### src/rtl/knn_pkg.sv
// Shared types and constants for the k-nearest-neighbor distance core.
// No dependencies; imported by every module of the block.
package knn_pkg;

   localparam int NEIGHBOURS = 8;    // list length, 1 to 64
   localparam int MAX_PIXELS = 1024; // expected image length, not counted

   localparam int PIXEL_W    = 8;
   localparam int LABEL_W    = 8;
   localparam int RANK_W     = 6;
   localparam int ACC_W      = 27;
   localparam int OUT_DIST_W = 26;
   localparam int SQ_W       = 2 * PIXEL_W;
   localparam int SLOT_W     = (NEIGHBOURS > 1) ? $clog2(NEIGHBOURS) : 1;

   localparam int REQ_DATA_W = 3 * 8;                       // 24 bits, whole bytes
   localparam int RSP_DATA_W = RANK_W + OUT_DIST_W + LABEL_W; // 40 bits, whole bytes

   localparam logic [ACC_W-1:0]      ACC_MAX      = '1;
   localparam logic [OUT_DIST_W-1:0] OUT_DIST_MAX = '1;

   typedef enum logic [1:0] {
      ST_ACCUM,
      ST_FLUSH,
      ST_EMIT
   } knn_state_type;

   // Commands from the controller to the datapath.
   typedef struct packed {
      logic take;   // input beat accepted this cycle
      logic shift;  // load head of list into output register, shift list up
   } knn_cmd_type;

   // Status from the datapath to the controller.
   typedef struct packed {
      logic out_free;   // output register empty or being taken
      logic last_rank;  // next shift emits the last rank
   } knn_status_type;

endpackage

### src/rtl/knn_distance_topk_core.sv
// Top level of the k-nearest-neighbor distance core (squared Euclidean).
// Depends on knn_pkg, knn_ctrl and knn_datapath.
//   The req channel carries one pixel pair per beat: the query pixel and
//   the reference pixel at the same position. req_tlast marks the last
//   pixel of a reference image (its label is sampled on that beat) and
//   req_tuser marks the last pixel of the whole reference set.
//   The squared differences add into a saturating 27-bit distance. Each
//   closed image is offered to a sorted list of NEIGHBOURS entries in the
//   next cycle; a tie goes after the entries already listed.
//   Throughput: one pixel beat per cycle while a set streams in, with no
//   limit on image length. After the set-end beat the req side stalls
//   through the last insertion (ST_FLUSH) and while the results are
//   loaded into the output register (ST_EMIT), longer if the rsp side stalls.
//   Results leave rank 0 first, one per cycle while rsp_tready is high,
//   with rsp_tlast on the last.
//   Unused slots show zero distance and label with rsp_tuser set.
//   The rsp output register holds a beat while rsp_tready is low; the
//   last beat may wait there while the next set already streams in.
//   Reset (synchronous, active high) empties the list, the accumulator
//   and the output register.
module knn_distance_topk_core (
   input  logic        clock,
   input  logic        reset,
   // req_tdata: query_pixel[7:0], reference_pixel[15:8], reference_label[23:16]
   input  logic [knn_pkg::REQ_DATA_W-1:0] req_tdata,
   input  logic        req_tlast,  // image_end
   input  logic        req_tuser,  // set_end
   input  logic        req_tvalid,
   output logic        req_tready,
   // rsp_tdata: rank[5:0], neighbour_distance[31:6], neighbour_label[39:32]
   output logic [knn_pkg::RSP_DATA_W-1:0] rsp_tdata,
   output logic        rsp_tlast,  // last_of_run
   output logic        rsp_tuser,  // slot_empty
   output logic        rsp_tvalid,
   input  logic        rsp_tready
);
   import knn_pkg::*;

   knn_cmd_type    cmd;
   knn_status_type status;

   logic [RANK_W-1:0]     rank;
   logic [OUT_DIST_W-1:0] neighbour_distance;
   logic [LABEL_W-1:0]    neighbour_label;

   knn_ctrl u_ctrl (
      .clock      (clock),
      .reset      (reset),
      .req_tvalid (req_tvalid),
      .req_tuser  (req_tuser),
      .req_tready (req_tready),
      .cmd        (cmd),
      .status     (status)
   );

   knn_datapath u_datapath (
      .clock              (clock),
      .reset              (reset),
      .query_pixel        (req_tdata[7:0]),
      .reference_pixel    (req_tdata[15:8]),
      .reference_label    (req_tdata[23:16]),
      .image_end          (req_tlast),
      .set_end            (req_tuser),
      .cmd                (cmd),
      .status             (status),
      .rsp_tready         (rsp_tready),
      .rsp_tvalid         (rsp_tvalid),
      .rank               (rank),
      .neighbour_distance (neighbour_distance),
      .neighbour_label    (neighbour_label),
      .slot_empty         (rsp_tuser),
      .last_of_run        (rsp_tlast)
   );

   // pack the result beat, first field in the lowest bits
   assign rsp_tdata = {neighbour_label, neighbour_distance, rank};

endmodule

### src/rtl/knn_ctrl.sv
// Controller state machine for the k-nearest-neighbor distance core.
// Depends on knn_pkg.
module knn_ctrl (
   input  logic                    clock,
   input  logic                    reset,
   input  logic                    req_tvalid,
   input  logic                    req_tuser,
   output logic                    req_tready,
   output knn_pkg::knn_cmd_type    cmd,
   input  knn_pkg::knn_status_type status
);
   import knn_pkg::*;

   knn_state_type state_ff;
   knn_state_type state_in;

   always_ff @(posedge clock) begin
      if (reset) begin
         state_ff <= ST_ACCUM;
      end else begin
         state_ff <= state_in;
      end
   end

   always_comb begin
      state_in = state_ff;
      unique case (state_ff)
         ST_ACCUM: begin
            if (req_tvalid && req_tuser) begin
               state_in = ST_FLUSH;
            end
         end
         ST_FLUSH: begin
            state_in = ST_EMIT;
         end
         ST_EMIT: begin
            if (status.out_free && status.last_rank) begin
               state_in = ST_ACCUM;
            end
         end
         default: state_in = ST_ACCUM;
      endcase
   end

   always_comb begin
      req_tready = 1'b0;
      cmd.take   = 1'b0;
      cmd.shift  = 1'b0;
      unique case (state_ff)
         ST_ACCUM: begin
            req_tready = 1'b1;
            cmd.take   = req_tvalid;
         end
         ST_FLUSH: begin
         end
         ST_EMIT: begin
            cmd.shift = status.out_free;
         end
         default: begin
         end
      endcase
   end

endmodule

### src/rtl/knn_datapath.sv
// Datapath of the k-nearest-neighbor distance core: accumulator, sorted
// list cells and output register. Depends on knn_pkg.
module knn_datapath (
   input  logic                           clock,
   input  logic                           reset,
   input  logic [knn_pkg::PIXEL_W-1:0]    query_pixel,
   input  logic [knn_pkg::PIXEL_W-1:0]    reference_pixel,
   input  logic [knn_pkg::LABEL_W-1:0]    reference_label,
   input  logic                           image_end,
   input  logic                           set_end,
   input  knn_pkg::knn_cmd_type           cmd,
   output knn_pkg::knn_status_type        status,
   input  logic                           rsp_tready,
   output logic                           rsp_tvalid,
   output logic [knn_pkg::RANK_W-1:0]     rank,
   output logic [knn_pkg::OUT_DIST_W-1:0] neighbour_distance,
   output logic [knn_pkg::LABEL_W-1:0]    neighbour_label,
   output logic                           slot_empty,
   output logic                           last_of_run
);
   import knn_pkg::*;

   // Accumulator and pending offer
   logic [ACC_W-1:0]   acc_ff, acc_in;
   logic [ACC_W-1:0]   offer_dist_ff, offer_dist_in;
   logic [LABEL_W-1:0] offer_label_ff, offer_label_in;
   logic               offer_valid_ff, offer_valid_in;

   logic [PIXEL_W:0]   diff;
   logic [PIXEL_W-1:0] abs_diff;
   logic [SQ_W-1:0]    sq;
   logic [ACC_W:0]     sum;
   logic [ACC_W-1:0]   sum_sat;
   logic               close;

   always_comb begin
      diff     = {1'b0, query_pixel} - {1'b0, reference_pixel};
      abs_diff = diff[PIXEL_W] ? PIXEL_W'(-diff) : diff[PIXEL_W-1:0];
      sq       = abs_diff * abs_diff;
      sum      = {1'b0, acc_ff} + (ACC_W + 1)'(sq);
      sum_sat  = sum[ACC_W] ? ACC_MAX : sum[ACC_W-1:0];
      close    = image_end || set_end;

      acc_in         = acc_ff;
      offer_dist_in  = offer_dist_ff;
      offer_label_in = offer_label_ff;
      offer_valid_in = cmd.take && close;
      if (cmd.take) begin
         acc_in = close ? '0 : sum_sat;
         if (close) begin
            offer_dist_in  = sum_sat;
            offer_label_in = reference_label;
         end
      end
   end

   always_ff @(posedge clock) begin
      if (reset) begin
         acc_ff         <= '0;
         offer_valid_ff <= 1'b0;
      end else begin
         acc_ff         <= acc_in;
         offer_valid_ff <= offer_valid_in;
      end
      offer_dist_ff  <= offer_dist_in;
      offer_label_ff <= offer_label_in;
   end

   // Sorted list cells, nearest in slot 0
   logic [ACC_W-1:0]   dist_ff  [NEIGHBOURS];
   logic [ACC_W-1:0]   dist_in  [NEIGHBOURS];
   logic [LABEL_W-1:0] label_ff [NEIGHBOURS];
   logic [LABEL_W-1:0] label_in [NEIGHBOURS];
   logic               valid_ff [NEIGHBOURS];
   logic               valid_in [NEIGHBOURS];
   logic               ahead    [NEIGHBOURS];
   logic               admit;

   always_comb begin
      for (int i = 0; i < NEIGHBOURS; i++) begin
         ahead[i] = valid_ff[i] && (dist_ff[i] <= offer_dist_ff);
      end
      admit = offer_valid_ff && !ahead[NEIGHBOURS-1];

      for (int i = 0; i < NEIGHBOURS; i++) begin
         dist_in[i]  = dist_ff[i];
         label_in[i] = label_ff[i];
         valid_in[i] = valid_ff[i];
         if (cmd.shift) begin
            // move the list toward slot 0, refill the tail as empty
            if (i == NEIGHBOURS - 1) begin
               dist_in[i]  = ACC_MAX;
               label_in[i] = '0;
               valid_in[i] = 1'b0;
            end else begin
               dist_in[i]  = dist_ff[(i + 1) % NEIGHBOURS];
               label_in[i] = label_ff[(i + 1) % NEIGHBOURS];
               valid_in[i] = valid_ff[(i + 1) % NEIGHBOURS];
            end
         end else if (admit && !ahead[i]) begin
            if (i == 0 || ahead[(i + NEIGHBOURS - 1) % NEIGHBOURS]) begin
               dist_in[i]  = offer_dist_ff;
               label_in[i] = offer_label_ff;
               valid_in[i] = 1'b1;
            end else begin
               dist_in[i]  = dist_ff[(i + NEIGHBOURS - 1) % NEIGHBOURS];
               label_in[i] = label_ff[(i + NEIGHBOURS - 1) % NEIGHBOURS];
               valid_in[i] = valid_ff[(i + NEIGHBOURS - 1) % NEIGHBOURS];
            end
         end
      end
   end

   always_ff @(posedge clock) begin
      for (int i = 0; i < NEIGHBOURS; i++) begin
         if (reset) begin
            valid_ff[i] <= 1'b0;
         end else begin
            valid_ff[i] <= valid_in[i];
         end
         dist_ff[i]  <= dist_in[i];
         label_ff[i] <= label_in[i];
      end
   end

   // Output register and rank counter
   logic [SLOT_W-1:0]     rank_ff, rank_in;
   logic                  rsp_valid_ff, rsp_valid_in;
   logic [RANK_W-1:0]     rsp_rank_ff, rsp_rank_in;
   logic [OUT_DIST_W-1:0] rsp_dist_ff, rsp_dist_in;
   logic [LABEL_W-1:0]    rsp_label_ff, rsp_label_in;
   logic                  rsp_empty_ff, rsp_empty_in;
   logic                  rsp_last_ff, rsp_last_in;
   logic                  at_last;

   always_comb begin
      at_last          = (rank_ff == SLOT_W'(NEIGHBOURS - 1));
      status.out_free  = !rsp_valid_ff || rsp_tready;
      status.last_rank = at_last;

      rank_in      = rank_ff;
      rsp_valid_in = rsp_valid_ff && !rsp_tready;
      rsp_rank_in  = rsp_rank_ff;
      rsp_dist_in  = rsp_dist_ff;
      rsp_label_in = rsp_label_ff;
      rsp_empty_in = rsp_empty_ff;
      rsp_last_in  = rsp_last_ff;
      if (cmd.shift) begin
         rank_in      = at_last ? '0 : rank_ff + 1'b1;
         rsp_valid_in = 1'b1;
         rsp_rank_in  = RANK_W'(rank_ff);
         rsp_empty_in = !valid_ff[0];
         rsp_last_in  = at_last;
         if (!valid_ff[0]) begin
            rsp_dist_in  = '0;
            rsp_label_in = '0;
         end else begin
            rsp_dist_in  = (dist_ff[0] > ACC_W'(OUT_DIST_MAX)) ?
                           OUT_DIST_MAX : dist_ff[0][OUT_DIST_W-1:0];
            rsp_label_in = label_ff[0];
         end
      end
   end

   always_ff @(posedge clock) begin
      if (reset) begin
         rank_ff      <= '0;
         rsp_valid_ff <= 1'b0;
      end else begin
         rank_ff      <= rank_in;
         rsp_valid_ff <= rsp_valid_in;
      end
      rsp_rank_ff  <= rsp_rank_in;
      rsp_dist_ff  <= rsp_dist_in;
      rsp_label_ff <= rsp_label_in;
      rsp_empty_ff <= rsp_empty_in;
      rsp_last_ff  <= rsp_last_in;
   end

   assign rsp_tvalid         = rsp_valid_ff;
   assign rank               = rsp_rank_ff;
   assign neighbour_distance = rsp_dist_ff;
   assign neighbour_label    = rsp_label_ff;
   assign slot_empty         = rsp_empty_ff;
   assign last_of_run        = rsp_last_ff;

endmodule

### config.mk
export PLATFORM = sky130hd
export DESIGN_NAME = knn_distance_topk_core
export DESIGN_NICKNAME = d
export VERILOG_FILES = /design/src/rtl/knn_pkg.sv /design/src/rtl/knn_distance_topk_core.sv /design/src/rtl/knn_ctrl.sv /design/src/rtl/knn_datapath.sv
export SDC_FILE = /design/constraint.sdc
export NUM_CORES = 1
export LEC_CHECK = 0
export ABC_AREA = 0
export BUFFER_PORTS_ARGS = -buffer_cell sky130_fd_sc_hd__buf_2
export CAP_MARGIN = 5
export CORE_ASPECT_RATIO = 1.75
export CORE_MARGIN = 1
export CORE_UTILIZATION = 35
export CTS_CLUSTER_SIZE = 16
export DETAILED_ROUTE_END_ITERATION = 16
export PLACE_DENSITY = 0.6
export SYNTH_ARGS = -nofsm -noshare
export SYNTH_HDL_FRONTEND = slang
export SYNTH_SLANG_ARGS = --single-unit
### constraint.sdc
create_clock -name clock -period 7.9 [get_ports clock]
set_input_delay 1.58 -clock clock [delete_from_list [all_inputs] [get_ports clock]]
set_output_delay 1.58 -clock clock [all_outputs]
set_load 0.1 [all_outputs]
## After elaboration in Yosys (flattened, before gate mapping)

Memory sizes are Yosys's and may differ from the RTL's.
Cells that the tools add are included.

| cells by class | value |
|---|---|
| $add $sub $neg | 4 |
| $mul | 1 |
| $lt $le $gt $ge | 9 |
| equal/unequal tests | 5 |
| muxes and demuxes | 92 |
| bitwise gates (word level) | 8 |
| reductions and logical operators | 37 |

Operator list:

| kind | number |
|---|---|
| $mux W27 | 25 |
| $le A27 B27 Y1 | 8 |
| $mux W8 | 24 |
| $mux W1 | 38 |
| $add A27 B16 Y28 | 1 |
| $gt A27 B26 Y1 const B | 1 |
| $mux W26 | 1 |
| $logic_and A1 B1 Y1 | 21 |
| $mul A8 B8 Y16 | 1 |
| $logic_not A1 Y1 | 11 |
| $sub A8 B8 Y9 | 1 |
| $neg A8 Y8 | 1 |
| $or A1 B1 Y1 | 8 |
| $pmux W2 S3 | 1 |
| $mux W2 | 2 |
| $ne A2 B1 Y1 const B | 2 |
| $reduce_and A2 Y1 | 2 |
| $add A3 B1 Y3 const B | 1 |
| $eq A3 B3 Y1 const B | 1 |
| $mux W3 | 1 |
| $eq A2 B1 Y1 const B | 1 |
| $eq A2 B2 Y1 const B | 1 |
| $logic_not A2 Y1 | 1 |
| $logic_or A1 B1 Y1 | 2 |

| word-level totals | value |
|---|---|
| register bits | 108 |
| memory bits (writable) | 288 |
| bits of input ports | 30 |
| output and inout bits | 44 |
| word-level logic and storage cells | 171 |
| memories kept | 3 |

Memory list:

| name | words | bits a word | read ports | clocked after Yosys merged registers in | write ports | RTL line | source |
|---|---|---|---|---|---|---|---|
| u_datapath.dist_ff | 8 | 27 | 8 | 0 | 8 | knn_datapath.sv:70 | `logic [ACC_W-1:0] dist_ff [NEIGHBOURS];` |
| u_datapath.label_ff | 8 | 8 | 8 | 0 | 8 | knn_datapath.sv:72 | `logic [LABEL_W-1:0] label_ff [NEIGHBOURS];` |
| u_datapath.valid_ff | 8 | 1 | 8 | 0 | 8 | knn_datapath.sv:74 | `logic valid_ff [NEIGHBOURS];` |

## Depth between registers and ports, before layout

Gate-level depths: netlist (run 1).
An unclocked memory read counts as a cell.

| logic depth | value |
|---|---|
| depth after elaboration | 9 |
| gate-level depth with buffers | 30 |
| mapped depth without buffers | 29 |

## By module

Synthesis (run 1) repeated with hierarchy kept, for this count alone.

| unflattened totals | value |
|---|---|
| cells, all modules | 2723 |
| area total of the unflattened synthesis | 26907.1 µm² |

Modules (own cells, without submodules):

| module | instances | cells each | area each (µm²) | seq. area each (µm²) |
|---|---|---|---|---|
| knn_datapath | 1 | 2712 | 26813.2 | 11080.6 |
| knn_ctrl | 1 | 11 | 93.8 | 40.0 |

## Worst setup path after synthesis (run 1)

Ideal clock, no wire load.

| timing | value |
|---|---|
| path kind | input to register |
| start | in req_tdata[0] in the netlist's numbering |
| end | reg u_datapath.offer_dist_ff[22], data pin |
| library setup time | 0.132 ns |
| data arrival time | 7.544 ns |
| data required time | 7.768 ns |
| slack | 0.225 ns |
| stages | 28 |
| buffers on the path | 1 |
| cell sequence | inv_1 ha_1 inv_1 fa_1 a21oi_1 o2111a_1 o21bai_1 a21o_1 a31oi_1 xor2_1 nor2_1 inv_1 fa_1 fa_1 inv_1 fa_1 inv_1 fa_1 inv_1 ha_1 nand2_1 a21oi_1 o21ai_1 a211oi_2 nand3_2 buf_2 o31ai_1 nand2b_1 |

| between the ends | value |
|---|---|
| longest elaborated chain between the ends | 6 |

Ends and longest elaborated chain:

| item | RTL line | source |
|---|---|---|
| start, declared | knn_distance_topk_core.sv:25 | `input logic [knn_pkg::REQ_DATA_W-1:0] req_tdata,` |
| $sub A8 B8 Y9 * | knn_datapath.sv:37 | `diff = {1'b0, query_pixel} - {1'b0, reference_pixel};` |
| $neg A8 Y8 | knn_datapath.sv:38 | `abs_diff = diff[PIXEL_W] ? PIXEL_W'(-diff) : diff[PIXEL_W-1:0];` |
| $mux W8 * | knn_datapath.sv:38 |  |
| $mul A8 B8 Y16 * | knn_datapath.sv:39 | `sq = abs_diff * abs_diff;` |
| $add A27 B16 Y28 * | knn_datapath.sv:40 | `sum = {1'b0, acc_ff} + (ACC_W + 1)'(sq);` |
| $mux W27 * | knn_datapath.sv:41 | `sum_sat = sum[ACC_W] ? ACC_MAX : sum[ACC_W-1:0];` |
| named net u_datapath.sum_sat[22] | knn_datapath.sv:33 | `logic [ACC_W-1:0] sum_sat;` |
| end signal, assigned | knn_datapath.sv:65 | `offer_dist_ff <= offer_dist_in;` |
| end, declared | knn_datapath.sv:25 | `logic [ACC_W-1:0] offer_dist_ff, offer_dist_in;` |

Mark *: on every way through the listed nets, which the timed path passes. The rest lies on a longest branch.
A chain may end at the register's enable or synchronous reset.

## Final worst setup path (run 1)

| timing | value |
|---|---|
| start | in req_tdata[0] in the netlist's numbering |
| end | reg u_datapath.offer_dist_ff[23], data pin |

Same word-level chain as after synthesis.

==> impl_metrics.tcl, run 1 <==
set metrics [dict create \
    status "complete, no violations" \
    antenna_found_initial 0 \
    cts_root_buffer "clkbuf_16" \
    synthFlopType "edfxtp_1" \
    hold_buffers 0 \
    gp_congestion 0.9438 \
    grt_pass1_vias 19881 \
    rows 130 \
    numCtsBuffers 40 \
    ys_types 76 \
    synth_fa_ha_area_frac 0.1629 \
    utilization 0.3926 \
    rsz0062_at_grt "false" \
    htree_levels 2 \
    dr.pass1.iters 5 \
    hp-start "u_datapath.rank_ff[1]" \
    pin_count 74 \
    clock_power_share 0.203 \
    placed_area_um2 26820 \
    power.density_nw_per_um2 349.9 \
    fin_crit_ps 7485 \
    ys_seq_area_frac 0.4378 \
    area_growth_pct 10.88 \
    hold_viol_final 0 \
    cp-end-kind "register" \
    switching_share 0.4167 \
    arrival_ps 7820 \
    r2r-end "u_datapath.dist_ff[0][31]" \
    clk_pin_slew_ps 60 \
    clkSinkCount 396 \
    final_area_um2 28160 \
    p_leak_nw 11.43 \
    syn_area_um2 25400 \
    yosys_warnings 0 \
    drive_gt1_frac 0.08524 \
    grt_pass1_wl_um 113500 \
    path_delay_family "adder cells" \
    fin_crit_sh 0.9475 \
    clk_latency_ps 590 \
    cp-start-kind "input pin" \
    hp-class "reg2reg" \
    syn_inst 2511 \
    cp_common_cell "inv_1" \
    max-cap-violations 0 \
    r2r_cells 11 \
    dieArea_um2 73700 \
    cp_num_buf_inv 8 \
    peakVddDrop_mv 0.4721 \
    synth_compound_gate_area_share 0.1376 \
    postSynthAreaPerCell_um2 10.12 \
    core_area_um2 71730 \
    async_flop_share 0 \
    crit_slowest_cell "fa_1" \
    reg2reg_slack_ps 2450 \
    crit-reg2reg-launch "u_datapath.offer_dist_ff[10]" \
    whs_endpoint "u_datapath.rank[1]" \
    max_stage_delay_ps 470 \
    yosys-mux-area-fraction 0.08753 \
    worst-path-max-fanout 7 \
    cts_tree "yes" \
    start_util 0.3541 \
    switchingPower_w 0.004106 \
    setup_viol 0 \
    p_int_w 0.005747 \
    fin_skew_ps 27.88 \
    crit_type "in2reg" \
    drt-initial-drc-count 1150 \
    synth-edff-count 319 \
    portBuffers 70 \
    wl_per_cell_um 21.25 \
    grt_overflow_total 0 \
    fp.dieH_um 358.4 \
    nets 2887 \
    seqPwrFrac 0.308 \
    yosys.area_share.simple 0.1200 \
    comb_power_share 0.489 \
    synth_top_family_by_area "adder cells" \
    drc 0 \
    cts_setup_buffers 0 \
    grt_util_all_layers 0.2011 \
    grt_max_degree 219 \
    cp_data_required_time_ps 8240 \
    drt-total-wl_um 74470 \
    ant_nets 0 \
    n_antenna_cell 0 \
    synth_xor_area_frac 0.01197 \
    synth_seq_cells 396 \
    cts_max_path_buffers 3 \
    slew_violations 0 \
    post-dp-hpwl_um 53440 \
    maxSlewHeadroom 0.07347 \
    via_per_inst 5.505 \
    fmax_mhz 133.6 \
    die_width_um 205.6 \
    worstMarginPinSlew_ps 1390 \
    vias 19295 \
    holdPathStages 0 \
]
==> layout by cell type (no fill, tap or decap), drive strengths merged, types with 38 or more instances in the layout <==
cell type    n
buf        116
nor2       144
o21ai      325
nand2      381
a21oi      131
fa          38
inv        135
ha         270
edfxtp     319
clkbuf      55
dfxtp       77
mux2i      221
==> sequential cells by signal (all words and copies together), names as in the netlist <==
register and cells:
u_datapath.rank 3, u_datapath.offer_valid_ff 1, u_datapath.offer_dist_ff 27, u_datapath.offer_label_ff 8, u_datapath.valid_ff 8, u_datapath.neighbour_label 8
u_ctrl.state_ff 2, u_datapath.label_ff 64, u_datapath.rank_ff 3, u_datapath.slot_empty 1, u_datapath.neighbour_distance 26, u_datapath.rsp_tvalid 1
u_datapath.acc_ff 27, u_datapath.last_of_run 1, u_datapath.dist_ff 216
==> worst max-delay path by stage <==
stage / cells past startpoint / startpoint / end / slack [ps]
floorplan: 28 / req_tdata[0] / u_datapath.offer_dist_ff[22] / 220
global placement: 25 / req_tdata[0] / u_datapath.offer_dist_ff[23] / -100
detailed placement: 28 / req_tdata[0] / u_datapath.offer_dist_ff[23] / -180
CTS: 28 / req_tdata[0] / u_datapath.offer_dist_ff[23] / 420
global route: 31 / req_tdata[0] / u_datapath.acc_ff[24] / 6
finish: 29 / req_tdata[0] / u_datapath.offer_dist_ff[23] / 410
==> kinds of logic after synthesis <==
group                      count (synthesis)
adders and majority gates                308
muxes                                    222
DFF                                      396
and+or+nand+nor                          697
AOI/OAI and AO/OA                        601
other                                      1
buffers and inverters                    253
xor gates and xnor gates                  33
==> synth_stat cells (4+ instances only) <==
| cell type | n | area [um2] |
|---|---|---|
| fa_1 | 38 | 760.7 |
| nor2b_1 | 14 | 87.58 |
| dfxtp_1 | 77 | 1541 |
| nand3_1 | 27 | 135.1 |
| buf_2 | 22 | 110.1 |
| and2_1 | 12 | 75.07 |
| nand3b_1 | 8 | 60.06 |
| nand2b_1 | 11 | 68.82 |
| o21ai_1 | 43 | 215.2 |
| a221oi_1 | 6 | 52.55 |
| nand4_1 | 29 | 181.4 |
| or2_2 | 8 | 50.05 |
| clkbuf_1 | 85 | 319.1 |
| inv_1 | 130 | 488.0 |
| and4_1 | 18 | 157.7 |
| xor2_1 | 16 | 140.1 |
| nor2_1 | 144 | 540.5 |
| a31oi_1 | 4 | 25.02 |
| o211ai_1 | 6 | 45.04 |
| o21a_1 | 10 | 75.07 |
| or3_1 | 4 | 25.02 |
| a21oi_1 | 130 | 650.6 |
| a22o_1 | 21 | 183.9 |
| nor4_1 | 4 | 25.02 |
| a21o_1 | 36 | 270.3 |
| xnor2_1 | 15 | 131.4 |
| o21ai_0 | 280 | 1401 |
| o31ai_1 | 5 | 37.54 |
| buf_4 | 9 | 67.56 |
| a221o_1 | 4 | 40.04 |
| ha_1 | 270 | 3378 |
| a211oi_1 | 15 | 112.6 |
| nand2_1 | 381 | 1430 |
| edfxtp_1 | 319 | 9579 |
| mux2i_1 | 221 | 2212 |
| nor3_1 | 22 | 110.1 |
| and3_1 | 9 | 56.30 |
==> per-stage QoR <==
step	setup TNS [ps]	total power [W]	hold WS, ps	cells	worst slack, ps
floorplan	0	0.006473	434.1	2513	224.6
global placement	-524.6	0.007686	452.8	3431	-95.66
detailed placement	-2588	0.007864	454.9	3431	-176.4
CTS	0	0.009894	470.3	3505	424.1
global route	0	0.01065	484.4	3505	5.720
finish	0	0.009853	468.3	3505	414.8
==> area by class of cell <==
class | instances | area, um2
Timing Repair Buffer | 116 | 720.7
Inverter | 131 | 499.2
Fill cell | 6964 | 43570
Sequential cell | 396 | 11120
Tap cell | 924 | 1156
Clock buffer | 55 | 1159
Clock inverter | 19 | 185.2
Multi-Input combinational cell | 1864 | 13320
==> power by group through the flow <==
stage,Sequential [W],Clock [W],Combinational (W)
finish,0.00303,0.00200,0.00482
detailed placement,0.00307,0,0.00479
global route,0.00305,0.00210,0.00550
global placement,0.00307,0,0.00462
floorplan,0.00297,0,0.00351
CTS,0.00303,0.00204,0.00482
==> worst reg2reg max path: cells and delay by family, from the launching register on <==
kind | cells | cell delay (ps)
buffers and inverters | 2 | 1050
multiplexers | 1 | 370
AO/OA/AOI/OAI | 6 | 2480
AND/OR/NAND/NOR | 1 | 260
flip-flops | 1 | 630
adder cells (fa/ha/maj) | 1 | 390
==> per-layer routing <==
layer	GRT usage	vias to the layer above	routed length, um
li1	-	9181	-
met1	0.2160	9456	28370
met4	0.1287	0	4865
met5	0	-	0
met2	0.3701	490	38580
met3	0.02194	168	2654
==> repair_timing <==
action,in CTS,in global routing
endpoints found under the setup margin,0,5
hold endpoints to repair,0,0
resized for setup,0,1
Power figures use the tool's default switching activity.
==> run 2, diff against run 1 <==
Settings changed: PLACE_DENSITY 0.6 to 0.58.
Clock period 7.9 ns to 7.15 ns, I/O delays scaled along.
==> run 2 against run 1 <==
Against the previous run:
- the run now ends with DRC left
- total power is 21% higher
- die area stayed put
- clock power is 5% higher
==> impl_metrics.tcl, run 2 (synthesis results as in run 1) <==
set metrics [dict create \
    status "finished with violations" \
    violations "DRC" \
    p_leak_nw 11.67 \
    hp-class "reg2reg" \
    rsz0062_at_grt "false" \
    worstMarginPinSlew_ps 1441 \
    area_growth_pct 13.11 \
    worst-path-max-fanout 11 \
    grt_util_all_layers 0.2055 \
    vias 19405 \
    largest_reg_flops 216 \
    cp_data_required_time_ps 7630 \
    post-dp-hpwl_um 54150 \
    grt_overflow_total 0 \
    regMostFlops "u_datapath.dist_ff" \
    cts_setup_buffers 0 \
    drt-initial-drc-count 1508 \
    grt_max_degree 239 \
    dr.pass1.iters 11 \
    max-cap-violations 0 \
    drt-total-wl_um 74960 \
    nets 2939 \
    hold_buffers 0 \
    ant_nets 0 \
    cts_tree "yes" \
    crit_start "req_tdata[0]" \
    fmax_mhz 146.0 \
    dieArea_um2 73700 \
    hold_viol_final 0 \
    utilization 0.4005 \
    holdPathStages 0 \
    clkSinkCount 396 \
    fin_crit_ps 6851 \
    drc 2 \
    mostFrequentLayoutCells "nand2_1, edfxtp_1, o21ai_0" \
    crit_type "in2reg" \
    fin_ws_ps 298.7 \
    numCtsBuffers 40 \
    fin_total_pwr_w 0.01189 \
    portBuffers 70 \
    setup_viol 0 \
    grt_pass1_vias 20214 \
    grt_util_met2 0.3738 \
    cts_max_path_buffers 3 \
    start_util 0.3541 \
    maxSlewHeadroom 0.03950 \
    rows 130 \
    cts_root_buffer "clkbuf_16" \
    die_width_um 205.6 \
    grt_pass1_wl_um 116200 \
    cp-end-kind "register" \
    gp_congestion 0.8935 \
    clk_pin_slew_ps 70 \
    global_route.usage.met1 0.2187 \
    pin_count 74 \
    n_antenna_cell 0 \
    hp-start "u_datapath.rank_ff[2]" \
    peakVddDrop_mv 0.5949 \
    layout_commonest_cell "nand2_1" \
    fin_skew_ps 31.78 \
    cp-start-kind "input pin" \
    dp_slack_ps -374.3 \
    arrival_ps 7330 \
    htree_levels 2 \
    met3_usage 0.02339 \
    wl_per_cell_um 21.07 \
    r2r_cells 11 \
    crit-reg2reg-launch "u_datapath.offer_dist_ff[7]" \
    reg2reg_slack_ps 1880 \
    via_per_inst 5.455 \
    core_area_um2 71730 \
    gr-max-usage-layer "met2" \
    reg_top3 "u_datapath.dist_ff: 216 flops, u_datapath.label_ff: 64 flops" \
    drive_gt1_frac 0.1166 \
    power.density_nw_per_um2 413.7 \
    slew_violations 0 \
    antenna_found_initial 1 \
    fp.dieH_um 358.4 \
    fin_crit_sh 0.9582 \
    clk_latency_ps 590 \
]
## run 2: timing repair
item | in CTS | in global routing
resized for setup | 0 | 5
setup endpoints to repair | 0 | 10
hold endpoints to repair | 0 | 0
## run 2: where the power goes
part           switching (W)  internal [W]
sequential          0.000330       0.00301
clock               0.000975       0.00113
combinational        0.00359       0.00286
total                0.00489       0.00699
## run 2: final timing paths
path | end
hold / removal | u_datapath.rank[2]
hold reg to reg | u_datapath.rank[2]
setup reg to reg | u_datapath.dist_ff[0][39]
setup / recovery | u_datapath.acc_ff[22]
## run 2: area by class of cell
type / instances / area, um2
Clock buffer: 62 / 1154
Clock inverter: 12 / 95.09
Fill cell: 6919 / 43000
Inverter: 131 / 506.7
Multi-Input combinational cell: 1864 / 13590
Sequential cell: 396 / 11120
Tap cell: 924 / 1156
Timing Repair Buffer: 168 / 1112
## run 2: per-layer routing
layer	routed length, um	vias to the layer above
li1	-	9284
met1	27860	9457
met2	38600	451
met3	2687	213
met4	5821	0
met5	0	-
## run 2: worst max-delay path: stages
cell and delay, ps:
buf_2 130, inv_8 50, ha_4 120, inv_2 40, fa_2 390, a21oi_2 170
o21bai_1 100, xor2_1 180, nor3_2 230, buf_4 180, a31oi_4 110, xor2_4 290
nor2_1 110, fa_1 490, inv_1 50, fa_1 510, fa_1 430, fa_1 540
inv_1 40, ha_1 280, buf_4 110, nand2_1 50, o21ai_2 140, a22o_1 230
o311ai_4 120, buf_6 170, or3_1 350, a32o_1 260
## run 2: per-stage QoR
step | cells | instance area (um2) | TNS, ps | hold WS [ps]
4_1_cts | 3556 | 28690 | 0 | 482.3
5_1_grt | 3557 | 28730 | 0 | 502.9
6_report | 3557 | 28730 | 0 | 476.9
3_5_place_dp | 3482 | 27440 | -13610 | 468.4
3_3_place_gp | 3482 | 27440 | -10440 | 445.7
2_1_floorplan | 2513 | 25670 | 0 | 434.1
